==> config.mk <==
export PLATFORM = sky130hd
export DESIGN_NAME = consensus_election_role_fsm_flat
export DESIGN_NICKNAME = d
export VERILOG_FILES = /design/src/hw/rtl/cer_pkg.sv /design/src/hw/rtl/cer_if.sv /design/src/hw/rtl/consensus_election_role_fsm.sv /design/src/flat_wrapper.sv
export SDC_FILE = /design/constraint.sdc
export NUM_CORES = 1
export LEC_CHECK = 0
export BUFFER_PORTS_ARGS = -buffer_cell sky130_fd_sc_hd__buf_2
export CAP_MARGIN = 20
export CORE_ASPECT_RATIO = 0.8
export CORE_UTILIZATION = 59
export DETAILED_ROUTE_END_ITERATION = 10
export HOLD_SLACK_MARGIN = 0.12
export PLACE_DENSITY_LB_ADDON = 0.1
export REMOVE_ABC_BUFFERS = 1
export SYNTH_ARGS = -nofsm -noshare
export SYNTH_HDL_FRONTEND = slang
export SYNTH_SLANG_ARGS = --single-unit
==> constraint.sdc <==
create_clock -name clk -period 7.5 [get_ports clk]
set_input_delay 1.5 -clock clk [delete_from_list [all_inputs] [get_ports clk]]
set_output_delay 1.5 -clock clk [all_outputs]
set_load 0.02 [all_outputs]
==> src/hw/rtl/cer_pkg.sv <==
// Shared types and constants of the consensus election role machine.
package cer_pkg;

  localparam int unsigned TERM_W   = 32;
  localparam int unsigned LSN_W    = 33;
  localparam int unsigned ID_W     = 4;
  localparam int unsigned LEAD_W   = 5;
  localparam int unsigned VOTE_W   = 5;
  localparam int unsigned ROUND_W  = 3;
  localparam int unsigned CFG_IDX_W  = 2;
  localparam int unsigned CFG_DATA_W = 5;

  localparam logic [LEAD_W-1:0]  LEADER_NONE = 5'd16;
  localparam logic [ROUND_W-1:0] ROUND_CAP   = 3'd5;

  localparam logic [1:0] KIND_VOTE   = 2'd0;
  localparam logic [1:0] KIND_APPEND = 2'd1;
  localparam logic [1:0] KIND_TICK   = 2'd2;

  localparam logic [1:0] CODE_ELECTION  = 2'd0;
  localparam logic [1:0] CODE_FOLLOWER  = 2'd1;
  localparam logic [1:0] CODE_LEADER    = 2'd2;
  localparam logic [1:0] CODE_CANDIDATE = 2'd3;

  localparam logic [1:0] NOTIFY_NOBODY = 2'd0;
  localparam logic [1:0] NOTIFY_SENDER = 2'd1;
  localparam logic [1:0] NOTIFY_ALL    = 2'd2;

  localparam logic [CFG_IDX_W-1:0] CFG_SELF_ID    = 2'd0;
  localparam logic [CFG_IDX_W-1:0] CFG_NODE_COUNT = 2'd1;
  localparam logic [CFG_IDX_W-1:0] CFG_QUORUM     = 2'd2;

  typedef enum logic [3:0] {
    ROLE_ELECTION  = 4'b0001,
    ROLE_FOLLOWER  = 4'b0010,
    ROLE_LEADER    = 4'b0100,
    ROLE_CANDIDATE = 4'b1000
  } role_t;

  typedef struct packed {
    logic [1:0]              kind;
    logic [ID_W-1:0]         from_id;
    logic [LEAD_W-1:0]       msg_leader;
    logic [TERM_W-1:0]       msg_term;
    logic signed [LSN_W-1:0] msg_commit_lsn;
    logic signed [LSN_W-1:0] msg_commit_term;
    logic signed [LSN_W-1:0] own_commit_lsn;
    logic signed [LSN_W-1:0] own_commit_term;
    logic                    heartbeat_missed;
  } item_t;

  typedef struct packed {
    logic [1:0]         role;
    logic [TERM_W-1:0]  cur_term;
    logic [LEAD_W-1:0]  cur_leader;
    logic [ROUND_W-1:0] round_count;
    logic [VOTE_W-1:0]  vote_total;
    logic [1:0]         notify;
    logic               restart_timer;
  } result_t;

endpackage

==> src/hw/rtl/cer_if.sv <==
// Channel interfaces for the event input and the result output.
interface cer_in_if;
  import cer_pkg::*;
  logic                    valid;
  logic                    ready;
  logic [1:0]              kind;
  logic [ID_W-1:0]         from_id;
  logic [LEAD_W-1:0]       msg_leader;
  logic [TERM_W-1:0]       msg_term;
  logic signed [LSN_W-1:0] msg_commit_lsn;
  logic signed [LSN_W-1:0] msg_commit_term;
  logic signed [LSN_W-1:0] own_commit_lsn;
  logic signed [LSN_W-1:0] own_commit_term;
  logic                    heartbeat_missed;

  modport source (output valid, kind, from_id, msg_leader, msg_term, msg_commit_lsn,
                  msg_commit_term, own_commit_lsn, own_commit_term, heartbeat_missed,
                  input ready);
  modport sink (input valid, kind, from_id, msg_leader, msg_term, msg_commit_lsn,
                msg_commit_term, own_commit_lsn, own_commit_term, heartbeat_missed,
                output ready);
endinterface

interface cer_out_if;
  import cer_pkg::*;
  logic               valid;
  logic               ready;
  logic [1:0]         role;
  logic [TERM_W-1:0]  cur_term;
  logic [LEAD_W-1:0]  cur_leader;
  logic [ROUND_W-1:0] round_count;
  logic [VOTE_W-1:0]  vote_total;
  logic [1:0]         notify;
  logic               restart_timer;

  modport source (output valid, role, cur_term, cur_leader, round_count, vote_total,
                  notify, restart_timer, input ready);
  modport sink (input valid, role, cur_term, cur_leader, round_count, vote_total,
                notify, restart_timer, output ready);
endinterface

==> src/hw/rtl/consensus_election_role_fsm.sv <==
// Role state machine of one consensus node: election, follower, leader, candidate.
//
// Usage: events (vote messages, append-entries messages and heartbeat ticks) arrive
// as beats on in_beat; every event yields exactly one result beat on out_beat that
// shows role, term, known leader, election round and vote count after the event,
// plus the vote reply target and a heartbeat timer restart flag.
// The cfg_ port writes the node's own id, the number of nodes and the quorum; it must be
// written only while no event is in flight, which the block itself does not enforce.
// Throughput: one event per cycle while the output side is not stalled. The event sits
// in an input register; once the result register is free, the role logic reads it
// with the current node state, updates the state and loads the result register in the
// same edge, so back-to-back events always see the state left by their predecessor.
// When the receiver stalls, the result register holds its beat and one more event
// can still be taken into the input register; only then does in_beat.ready drop.
// Synchronous reset (rst_n low) empties both registers and puts the node in the
// follower role with term zero, no leader, round zero and no recorded votes;
// configuration returns to self id 0, a single node and a quorum of one.
module consensus_election_role_fsm #(
  parameter int unsigned NODES     = 16,
  parameter int unsigned TERM_BITS = 32
) (
  input  logic                           clk,
  input  logic                           rst_n,
  cer_in_if.sink                         in_beat,
  cer_out_if.source                      out_beat,
  input  logic                           cfg_we,
  input  logic [cer_pkg::CFG_IDX_W-1:0]  cfg_index,
  input  logic [cer_pkg::CFG_DATA_W-1:0] cfg_wdata
);
  import cer_pkg::*;

  // Sender ids are four bits wide, so at most sixteen nodes can ever vote.
  localparam int unsigned VMAP_BITS = (NODES < 16) ? NODES : 16;

  // Configuration registers.
  logic [ID_W-1:0]       self_id_r;
  logic [CFG_DATA_W-1:0] node_count_r;
  logic [CFG_DATA_W-1:0] quorum_r;

  // Node state.
  role_t                 role_r, role_nxt;
  logic [TERM_BITS-1:0]  term_r, term_nxt;
  logic [LEAD_W-1:0]     leader_r, leader_nxt;
  logic [ROUND_W-1:0]    round_r, round_nxt;
  logic [VMAP_BITS-1:0]  vmap_r, vmap_nxt;
  // The vote count is kept next to the bitmap so no population count is needed.
  logic [VOTE_W-1:0]     vcnt_r, vcnt_nxt;

  // Input register and result register with their valid flags.
  logic    item_valid_r;
  item_t   item_r;
  logic    res_valid_r;
  result_t res_r, res_nxt;

  logic step;

  // Decoded fields of the held event.
  logic [LEAD_W-1:0]    mlead;
  logic [TERM_BITS-1:0] mterm;
  logic [LEAD_W-1:0]    from_lead;
  logic [LEAD_W-1:0]    self_lead;
  logic                 term_lt;
  logic                 term_eq;
  logic                 lsn_ok;
  logic                 journal_wins;
  logic                 ct_higher;
  logic [VMAP_BITS-1:0] from_mask;
  logic [VMAP_BITS-1:0] self_mask;
  logic [VOTE_W-1:0]    cand_cnt;
  logic [1:0]           notify;
  logic                 restart;

  // The result register frees up when it is empty or its beat is taken now.
  assign step          = item_valid_r && (!res_valid_r || out_beat.ready);
  assign in_beat.ready = !item_valid_r || step;

  always_ff @(posedge clk) begin
    if (!rst_n) begin
      self_id_r    <= '0;
      node_count_r <= CFG_DATA_W'(1);
      quorum_r     <= CFG_DATA_W'(1);
    end else if (cfg_we) begin
      case (cfg_index)
        CFG_SELF_ID:    self_id_r    <= cfg_wdata[ID_W-1:0];
        CFG_NODE_COUNT: node_count_r <= cfg_wdata;
        CFG_QUORUM:     quorum_r     <= cfg_wdata;
        default: ;
      endcase
    end
  end

  always_ff @(posedge clk) begin
    if (!rst_n) begin
      item_valid_r <= 1'b0;
    end else if (in_beat.ready) begin
      item_valid_r <= in_beat.valid;
    end
  end

  always_ff @(posedge clk) begin
    if (in_beat.valid && in_beat.ready) begin
      item_r.kind             <= in_beat.kind;
      item_r.from_id          <= in_beat.from_id;
      item_r.msg_leader       <= in_beat.msg_leader;
      item_r.msg_term         <= in_beat.msg_term;
      item_r.msg_commit_lsn   <= in_beat.msg_commit_lsn;
      item_r.msg_commit_term  <= in_beat.msg_commit_term;
      item_r.own_commit_lsn   <= in_beat.own_commit_lsn;
      item_r.own_commit_term  <= in_beat.own_commit_term;
      item_r.heartbeat_missed <= in_beat.heartbeat_missed;
    end
  end

  // Comparisons shared by the role cases.
  always_comb begin
    mlead     = (item_r.msg_leader > LEADER_NONE) ? LEADER_NONE : item_r.msg_leader;
    mterm     = TERM_BITS'(item_r.msg_term);
    from_lead = LEAD_W'(item_r.from_id);
    self_lead = LEAD_W'(self_id_r);
    term_lt   = term_r < mterm;
    term_eq   = term_r == mterm;
    // A negative lsn means an empty journal, which only a higher term can beat.
    lsn_ok    = !item_r.own_commit_lsn[LSN_W-1] && !item_r.msg_commit_lsn[LSN_W-1] &&
                (item_r.own_commit_lsn[LSN_W-2:0] <= item_r.msg_commit_lsn[LSN_W-2:0]);
    journal_wins = term_lt || (term_eq && lsn_ok);
    // A negative commit term is undefined and ranks below every defined term.
    ct_higher = !item_r.msg_commit_term[LSN_W-1] &&
                (item_r.own_commit_term[LSN_W-1] ||
                 (item_r.msg_commit_term[LSN_W-2:0] > item_r.own_commit_term[LSN_W-2:0]));
    // Ids beyond the bitmap shift out and leave an empty mask.
    from_mask = VMAP_BITS'(1) << item_r.from_id;
    self_mask = VMAP_BITS'(1) << self_id_r;
    cand_cnt  = vcnt_r + VOTE_W'(|(from_mask & ~vmap_r));
  end

  // Role transitions for the held event.
  always_comb begin
    role_nxt   = role_r;
    term_nxt   = term_r;
    leader_nxt = leader_r;
    round_nxt  = round_r;
    vmap_nxt   = vmap_r;
    vcnt_nxt   = vcnt_r;
    notify     = NOTIFY_NOBODY;
    restart    = 1'b0;
    case (item_r.kind)
      KIND_VOTE: begin
        if (mlead != leader_r) begin
          case (role_r)
            ROLE_ELECTION: begin
              if (leader_r == LEADER_NONE) begin
                leader_nxt = mlead;
                term_nxt   = mterm;
                notify     = NOTIFY_SENDER;
              end
            end
            ROLE_LEADER: begin
              if (term_lt) begin
                role_nxt   = ROLE_ELECTION;
                term_nxt   = mterm;
                leader_nxt = mlead;
              end
              notify = NOTIFY_SENDER;
            end
            default: begin
              if (journal_wins) begin
                role_nxt   = ROLE_ELECTION;
                term_nxt   = mterm;
                leader_nxt = mlead;
                restart    = 1'b1;
              end
              notify = NOTIFY_SENDER;
            end
          endcase
        end else begin
          case (role_r)
            ROLE_ELECTION: begin
              term_nxt = mterm;
              notify   = NOTIFY_SENDER;
            end
            ROLE_FOLLOWER: begin
              notify = NOTIFY_SENDER;
            end
            ROLE_CANDIDATE: begin
              vmap_nxt = vmap_r | from_mask;
              vcnt_nxt = cand_cnt;
              if (cand_cnt >= quorum_r) begin
                role_nxt   = ROLE_LEADER;
                term_nxt   = term_r + TERM_BITS'(1);
                round_nxt  = '0;
                leader_nxt = self_lead;
                notify     = NOTIFY_ALL;
              end
            end
            default: ;
          endcase
        end
      end
      KIND_APPEND: begin
        case (role_r)
          ROLE_ELECTION: begin
            if (from_lead == leader_r || (from_lead == mlead && (term_lt || term_eq))) begin
              role_nxt   = ROLE_FOLLOWER;
              term_nxt   = mterm;
              leader_nxt = mlead;
              restart    = 1'b1;
            end
          end
          ROLE_FOLLOWER: begin
            if (term_lt) begin
              leader_nxt = mlead;
              term_nxt   = mterm;
            end
          end
          ROLE_LEADER: begin
            if (term_lt || ct_higher) begin
              role_nxt   = ROLE_FOLLOWER;
              term_nxt   = mterm;
              leader_nxt = mlead;
            end
          end
          default: begin
            if ((term_lt || term_eq) && mlead == from_lead) begin
              role_nxt   = ROLE_FOLLOWER;
              round_nxt  = '0;
              term_nxt   = mterm;
              leader_nxt = mlead;
              vmap_nxt   = '0;
              vcnt_nxt   = '0;
            end
          end
        endcase
      end
      KIND_TICK: begin
        if (role_r != ROLE_LEADER && item_r.heartbeat_missed) begin
          term_nxt   = term_r + TERM_BITS'(1);
          leader_nxt = self_lead;
          case (role_r)
            ROLE_ELECTION: begin
              role_nxt  = ROLE_CANDIDATE;
              round_nxt = ROUND_W'(1);
            end
            ROLE_FOLLOWER: begin
              // A node alone in its cluster takes leadership without a vote.
              if (node_count_r <= CFG_DATA_W'(1)) begin
                role_nxt = ROLE_LEADER;
              end else begin
                role_nxt  = ROLE_CANDIDATE;
                round_nxt = ROUND_W'(1);
                vmap_nxt  = vmap_r | self_mask;
                vcnt_nxt  = vcnt_r + VOTE_W'(|(self_mask & ~vmap_r));
              end
            end
            default: begin
              // A candidate that timed out starts a fresh round with only its own vote.
              if (round_r < ROUND_CAP) begin
                round_nxt = round_r + ROUND_W'(1);
              end
              vmap_nxt = self_mask;
              vcnt_nxt = VOTE_W'(|self_mask);
            end
          endcase
        end
      end
      default: ;
    endcase
  end

  always_comb begin
    case (role_nxt)
      ROLE_ELECTION:  res_nxt.role = CODE_ELECTION;
      ROLE_FOLLOWER:  res_nxt.role = CODE_FOLLOWER;
      ROLE_LEADER:    res_nxt.role = CODE_LEADER;
      ROLE_CANDIDATE: res_nxt.role = CODE_CANDIDATE;
      default:        res_nxt.role = CODE_FOLLOWER;
    endcase
    res_nxt.cur_term      = TERM_W'(term_nxt);
    res_nxt.cur_leader    = leader_nxt;
    res_nxt.round_count   = round_nxt;
    res_nxt.vote_total    = vcnt_nxt;
    res_nxt.notify        = notify;
    res_nxt.restart_timer = restart;
  end

  always_ff @(posedge clk) begin
    if (!rst_n) begin
      role_r   <= ROLE_FOLLOWER;
      term_r   <= '0;
      leader_r <= LEADER_NONE;
      round_r  <= '0;
      vmap_r   <= '0;
      vcnt_r   <= '0;
    end else if (step) begin
      role_r   <= role_nxt;
      term_r   <= term_nxt;
      leader_r <= leader_nxt;
      round_r  <= round_nxt;
      vmap_r   <= vmap_nxt;
      vcnt_r   <= vcnt_nxt;
    end
  end

  always_ff @(posedge clk) begin
    if (!rst_n) begin
      res_valid_r <= 1'b0;
    end else if (step) begin
      res_valid_r <= 1'b1;
    end else if (out_beat.ready) begin
      res_valid_r <= 1'b0;
    end
  end

  always_ff @(posedge clk) begin
    if (step) begin
      res_r <= res_nxt;
    end
  end

  assign out_beat.valid         = res_valid_r;
  assign out_beat.role          = res_r.role;
  assign out_beat.cur_term      = res_r.cur_term;
  assign out_beat.cur_leader    = res_r.cur_leader;
  assign out_beat.round_count   = res_r.round_count;
  assign out_beat.vote_total    = res_r.vote_total;
  assign out_beat.notify        = res_r.notify;
  assign out_beat.restart_timer = res_r.restart_timer;

  // The kept vote count always matches the bitmap it summarizes.
  a_vote_count: assert property (@(posedge clk) disable iff (!rst_n)
    vcnt_r == VOTE_W'($countones(vmap_r)))
    else $error("vote count does not match vote bitmap");

  // The election round never passes its cap.
  a_round_cap: assert property (@(posedge clk) disable iff (!rst_n)
    round_r <= ROUND_CAP)
    else $error("election round above cap");

  // The known leader is a node id or none.
  a_leader_range: assert property (@(posedge clk) disable iff (!rst_n)
    leader_r <= LEADER_NONE)
    else $error("leader id out of range");

  // The result loaded by a step reflects the state that the step left behind.
  a_result_state: assert property (@(posedge clk) disable iff (!rst_n)
    step |=> (res_r.vote_total == vcnt_r) && (res_r.cur_term == TERM_W'(term_r)) &&
             (res_r.cur_leader == leader_r))
    else $error("result beat disagrees with node state");

  // The node state changes only when an event is processed.
  a_state_hold: assert property (@(posedge clk) disable iff (!rst_n)
    !step |=> $stable(term_r) && $stable(role_r) && $stable(vmap_r))
    else $error("node state changed without an event");

endmodule

==> src/flat_wrapper.sv <==
// flat-port wrapper written by rule: the top's interface ports become plain ports
module consensus_election_role_fsm_flat import cer_pkg::*;
#(
  parameter int unsigned NODES     = 16,
  parameter int unsigned TERM_BITS = 32
)
  (clk, rst_n, cfg_we, cfg_index, cfg_wdata, in_beat_valid, in_beat_kind, in_beat_from_id, in_beat_msg_leader, in_beat_msg_term, in_beat_msg_commit_lsn, in_beat_msg_commit_term, in_beat_own_commit_lsn, in_beat_own_commit_term, in_beat_heartbeat_missed, in_beat_ready, out_beat_valid, out_beat_role, out_beat_cur_term, out_beat_cur_leader, out_beat_round_count, out_beat_vote_total, out_beat_notify, out_beat_restart_timer, out_beat_ready);
  cer_in_if in_beat_i ();
  cer_out_if out_beat_i ();
  input  logic clk;
  input  logic rst_n;
  input  logic cfg_we;
  input  logic [cer_pkg::CFG_IDX_W-1:0] cfg_index;
  input  logic [cer_pkg::CFG_DATA_W-1:0] cfg_wdata;
  input wire logic [$bits(in_beat_i.valid)-1:0] in_beat_valid;
  input wire logic [$bits(in_beat_i.kind)-1:0] in_beat_kind;
  input wire logic [$bits(in_beat_i.from_id)-1:0] in_beat_from_id;
  input wire logic [$bits(in_beat_i.msg_leader)-1:0] in_beat_msg_leader;
  input wire logic [$bits(in_beat_i.msg_term)-1:0] in_beat_msg_term;
  input wire logic [$bits(in_beat_i.msg_commit_lsn)-1:0] in_beat_msg_commit_lsn;
  input wire logic [$bits(in_beat_i.msg_commit_term)-1:0] in_beat_msg_commit_term;
  input wire logic [$bits(in_beat_i.own_commit_lsn)-1:0] in_beat_own_commit_lsn;
  input wire logic [$bits(in_beat_i.own_commit_term)-1:0] in_beat_own_commit_term;
  input wire logic [$bits(in_beat_i.heartbeat_missed)-1:0] in_beat_heartbeat_missed;
  output wire logic [$bits(in_beat_i.ready)-1:0] in_beat_ready;
  output wire logic [$bits(out_beat_i.valid)-1:0] out_beat_valid;
  output wire logic [$bits(out_beat_i.role)-1:0] out_beat_role;
  output wire logic [$bits(out_beat_i.cur_term)-1:0] out_beat_cur_term;
  output wire logic [$bits(out_beat_i.cur_leader)-1:0] out_beat_cur_leader;
  output wire logic [$bits(out_beat_i.round_count)-1:0] out_beat_round_count;
  output wire logic [$bits(out_beat_i.vote_total)-1:0] out_beat_vote_total;
  output wire logic [$bits(out_beat_i.notify)-1:0] out_beat_notify;
  output wire logic [$bits(out_beat_i.restart_timer)-1:0] out_beat_restart_timer;
  input wire logic [$bits(out_beat_i.ready)-1:0] out_beat_ready;
  assign in_beat_i.valid = in_beat_valid;
  assign in_beat_i.kind = in_beat_kind;
  assign in_beat_i.from_id = in_beat_from_id;
  assign in_beat_i.msg_leader = in_beat_msg_leader;
  assign in_beat_i.msg_term = in_beat_msg_term;
  assign in_beat_i.msg_commit_lsn = in_beat_msg_commit_lsn;
  assign in_beat_i.msg_commit_term = in_beat_msg_commit_term;
  assign in_beat_i.own_commit_lsn = in_beat_own_commit_lsn;
  assign in_beat_i.own_commit_term = in_beat_own_commit_term;
  assign in_beat_i.heartbeat_missed = in_beat_heartbeat_missed;
  assign in_beat_ready = in_beat_i.ready;
  assign out_beat_valid = out_beat_i.valid;
  assign out_beat_role = out_beat_i.role;
  assign out_beat_cur_term = out_beat_i.cur_term;
  assign out_beat_cur_leader = out_beat_i.cur_leader;
  assign out_beat_round_count = out_beat_i.round_count;
  assign out_beat_vote_total = out_beat_i.vote_total;
  assign out_beat_notify = out_beat_i.notify;
  assign out_beat_restart_timer = out_beat_i.restart_timer;
  assign out_beat_i.ready = out_beat_ready;
  consensus_election_role_fsm #(.NODES(NODES), .TERM_BITS(TERM_BITS)) u_core (.clk(clk), .rst_n(rst_n), .in_beat(in_beat_i), .out_beat(out_beat_i), .cfg_we(cfg_we), .cfg_index(cfg_index), .cfg_wdata(cfg_wdata));
endmodule
==> reports/results.ini <==
[run_status]
status=finished clean

[critical_path]
cp_max_fo=19
critPathLaunchType=flop
r2r-start=u_core.from_lead[3]
end_kind=flop
cp-startpoint=u_core.from_lead[3]
arrival_ns=6.07
required_ns=7.82
path_class=flop to flop

[logic_synthesis]
syn_inst=1797
synth_cell_types=108
syn-cell-area_um2=18000
yosys_warnings=0
yosysSeqAreaShare_pct=46.7
synth_top_area_share_pct=37.8
synth.avg_cell_area_um2=9.99
ys_top_cells_by_area=edfxtp_1 38%, dfxtp_1 8.9%, ha_1 7.7%
async_flop_share_pct=0
synth_edf_count=226
synthFlopType=edfxtp_1
synth-seq-cells=306
synth_top_cell_by_area=edfxtp_1

[routing]
route.detailed.drc=0
drtIter0Drc=1791
wl_met3_um=6170
drt-pass1-iter-count=6
wl_met1_um=22200
routed_wl_um=53400
via_count=15900
routedWlPerCell_um=22.2
vias_per_cell=6.60
top_layer=met5
dr_wl_met2_um=23300
antenna_left=0

[hold_path]
hp-class=flop to flop
hold_start=u_core.quorum_r[2]

[grt]
grt_max_degree=71
grt_pass1_vias=14700
antenna_found_initial=4
grtUsageTotal_pct=34.1
grt_pass1_wl_um=81800
grt-ovfl-total=0

[power]
p_leak_nw=8.01
p_per_area_nw_per_um2=203
ir_drop_uv=202
power_mw=4.14

[final_layout]
fin_nets=2275
drive_gt1_share_pct=18.6
synthToLayoutAreaGrowth_pct=13.6
finish.utilization_pct=68.8

[run]
drv_cap=0

[clock_tree]
cts_tree=yes
postCtsHoldBufs=0
cts_resized=0
cts_buffers=30
clkSinkCount=306
clockBufferDepth=3
post_cts_buffers=0
clkSlewWorstSetupHoldPaths_ns=0.06
clkLatencyLatePin_ns=0.59
cts_root_buf=clkbuf_16
htreeDepth=1

[sta]
fin_worst_skew_ns=0.0207
relSlewSlack_pct=15.3
final.setup.worst_slack_ns=1.75
max_freq_mhz=174
setup_violations=0
finalWorstPathRequiredPeriod_ns=5.75
drv_slew=0
tightest_slew_ns=1.27
grt_setup_unrepaired=no
whs_ns=0.511
tns_ns=0
hold_viol=0
finalCritPeriodShare_pct=76.7

[placed_design]
gp_congestion=0.982
io_buffers=239
dp_worst_setup_slack_ns=1.97
post-dp-hpwl_um=37400

[floorplanning]
ioPinCount=240
die-height_um=158
start_util_pct=60.6
core_um2=29600
die_x_um=197
std_cell_rows=56
die_area_um2=31100

## cells in the final DEF (no fill, tap or decap), drive strengths merged, types with 16 or more instances in the layout
master	n
a21o	26
a21oi	113
a311oi	16
a31oi	30
a32oi	19
buf	262
clkbuf	34
clkinv	16
dfxtp	80
edfxtp	226
ha	111
inv	130
mux2i	18
nand2	123
nand3	61
nand4	37
nor2	135
nor2b	17
nor3	35
o211ai	37
o21ai	133
o311ai	38
o31ai	18
## worst max-delay path, stage by stage, from the launching register on
cell and delay, ns:
edfxtp_1 0.72, nand2b_1 0.23, o22ai_1 0.10, a32oi_1 0.16
o311ai_0 0.17, a221o_1 0.34, ha_1 0.21, ha_1 0.25
xor2_1 0.17, ha_1 0.32, nand2_1 0.05, o21ai_0 0.24
a31o_2 0.42, nand2_1 0.60, o21ai_0 0.74, nor3_1 0.09
o32a_1 0.35, or3_1 0.35
## Yosys cell counts, drive strengths merged, types with 8 or more instances
library cell and n:
a311oi 16, nand4 37, o21ai 133, nand3 61, a21oi 113, nor2b 17, and3 12, o211ai 37
a32oi 19, ha 111, a31oi 30, a41oi 10, a211oi 13, nor4 15, o32ai 11, dfxtp 80
mux2i 18, nor3 35, xnor2 14, or3 8, nand2 123, inv 130, o31ai 18, xor2 9
nor2 135, edfxtp 226, a21boi 11, a21o 26, a22oi 14, clkbuf 80, nand2b 10, buf 35
and2 14, o311ai 38
## power by group
| part | total (mW) | leakage, nW | internal (mW) | switching [mW] |
|---|---|---|---|---|
| registers | 1.99 | 2.84 | 1.92 | 0.0698 |
| clock network | 1.55 | 0.489 | 0.896 | 0.657 |
| logic | 0.599 | 4.68 | 0.203 | 0.396 |
## sequential cells by signal (all words and copies together), names as in the netlist
signal	count
u_core.role_r	4
u_core.item_valid_r	1
u_core.out_beat.cur_leader	5
u_core.item_r	140
u_core.out_beat.role	2
u_core.vcnt_r	5
u_core.round_r	3
u_core.out_beat.vote_total	5
u_core.vmap_r	16
u_core.term_r	32
u_core.from_lead	4
u_core.self_id_r	4
u_core.out_beat.restart_timer	1
u_core.leader_r	5
u_core.out_beat.round_count	3
u_core.node_count_r	4
u_core.mterm	32
u_core.out_beat.notify	2
u_core.quorum_r	5
u_core.out_beat.valid	1
u_core.out_beat.cur_term	32
## per-stage QoR
step	cells	instance area, µm²
finish	2408	20400
global route	2408	20400
CTS	2403	20400
detailed placement	2348	19400
global placement	2348	19400
floorplan	1682	17500
## per-layer routing
layer | vias to the layer above | global-route usage [%]
met2 | 969 | 52.7
met5 | - | 0
met1 | 7485 | 46.7
met3 | 154 | 8.14
li1 | 7278 | -
met4 | 2 | 12.6
## path summary, 6_finish.rpt
kind                             end  slack [ns]  cells after the start
min reg2reg       u_core.quorum_r[2]        0.51                      2
max          u_core.out_beat.role[0]        1.75                     17
min               u_core.quorum_r[2]        0.51                      2
max reg2reg  u_core.out_beat.role[0]        1.75                     17
## cell type report
type / count / area, µm²
fill: 2365 / 9250
multi-input combinational: 1244 / 8620
sequential: 306 / 8390
timing repair buffer: 262 / 1370
clock buffer: 34 / 797
tap: 406 / 508
inverter: 132 / 495
clock inverter: 21 / 209
antenna: 3 / 7.51
## cells by family after synthesis
| logic type | count (synthesis) | share of synthesized area, % |
|---|---|---|
| AO/OA/AOI/OAI | 590 | 23.5 |
| XOR/XNOR | 23 | 1.12 |
| adder cells (fa/ha/maj) | 111 | 7.74 |
| buffers and inverters | 247 | 5.44 |
| flip-flops | 306 | 46.7 |
| multiplexers | 19 | 1.07 |
| AND/OR/NAND/NOR | 501 | 14.4 |
(Power assumes the default switching activity.)
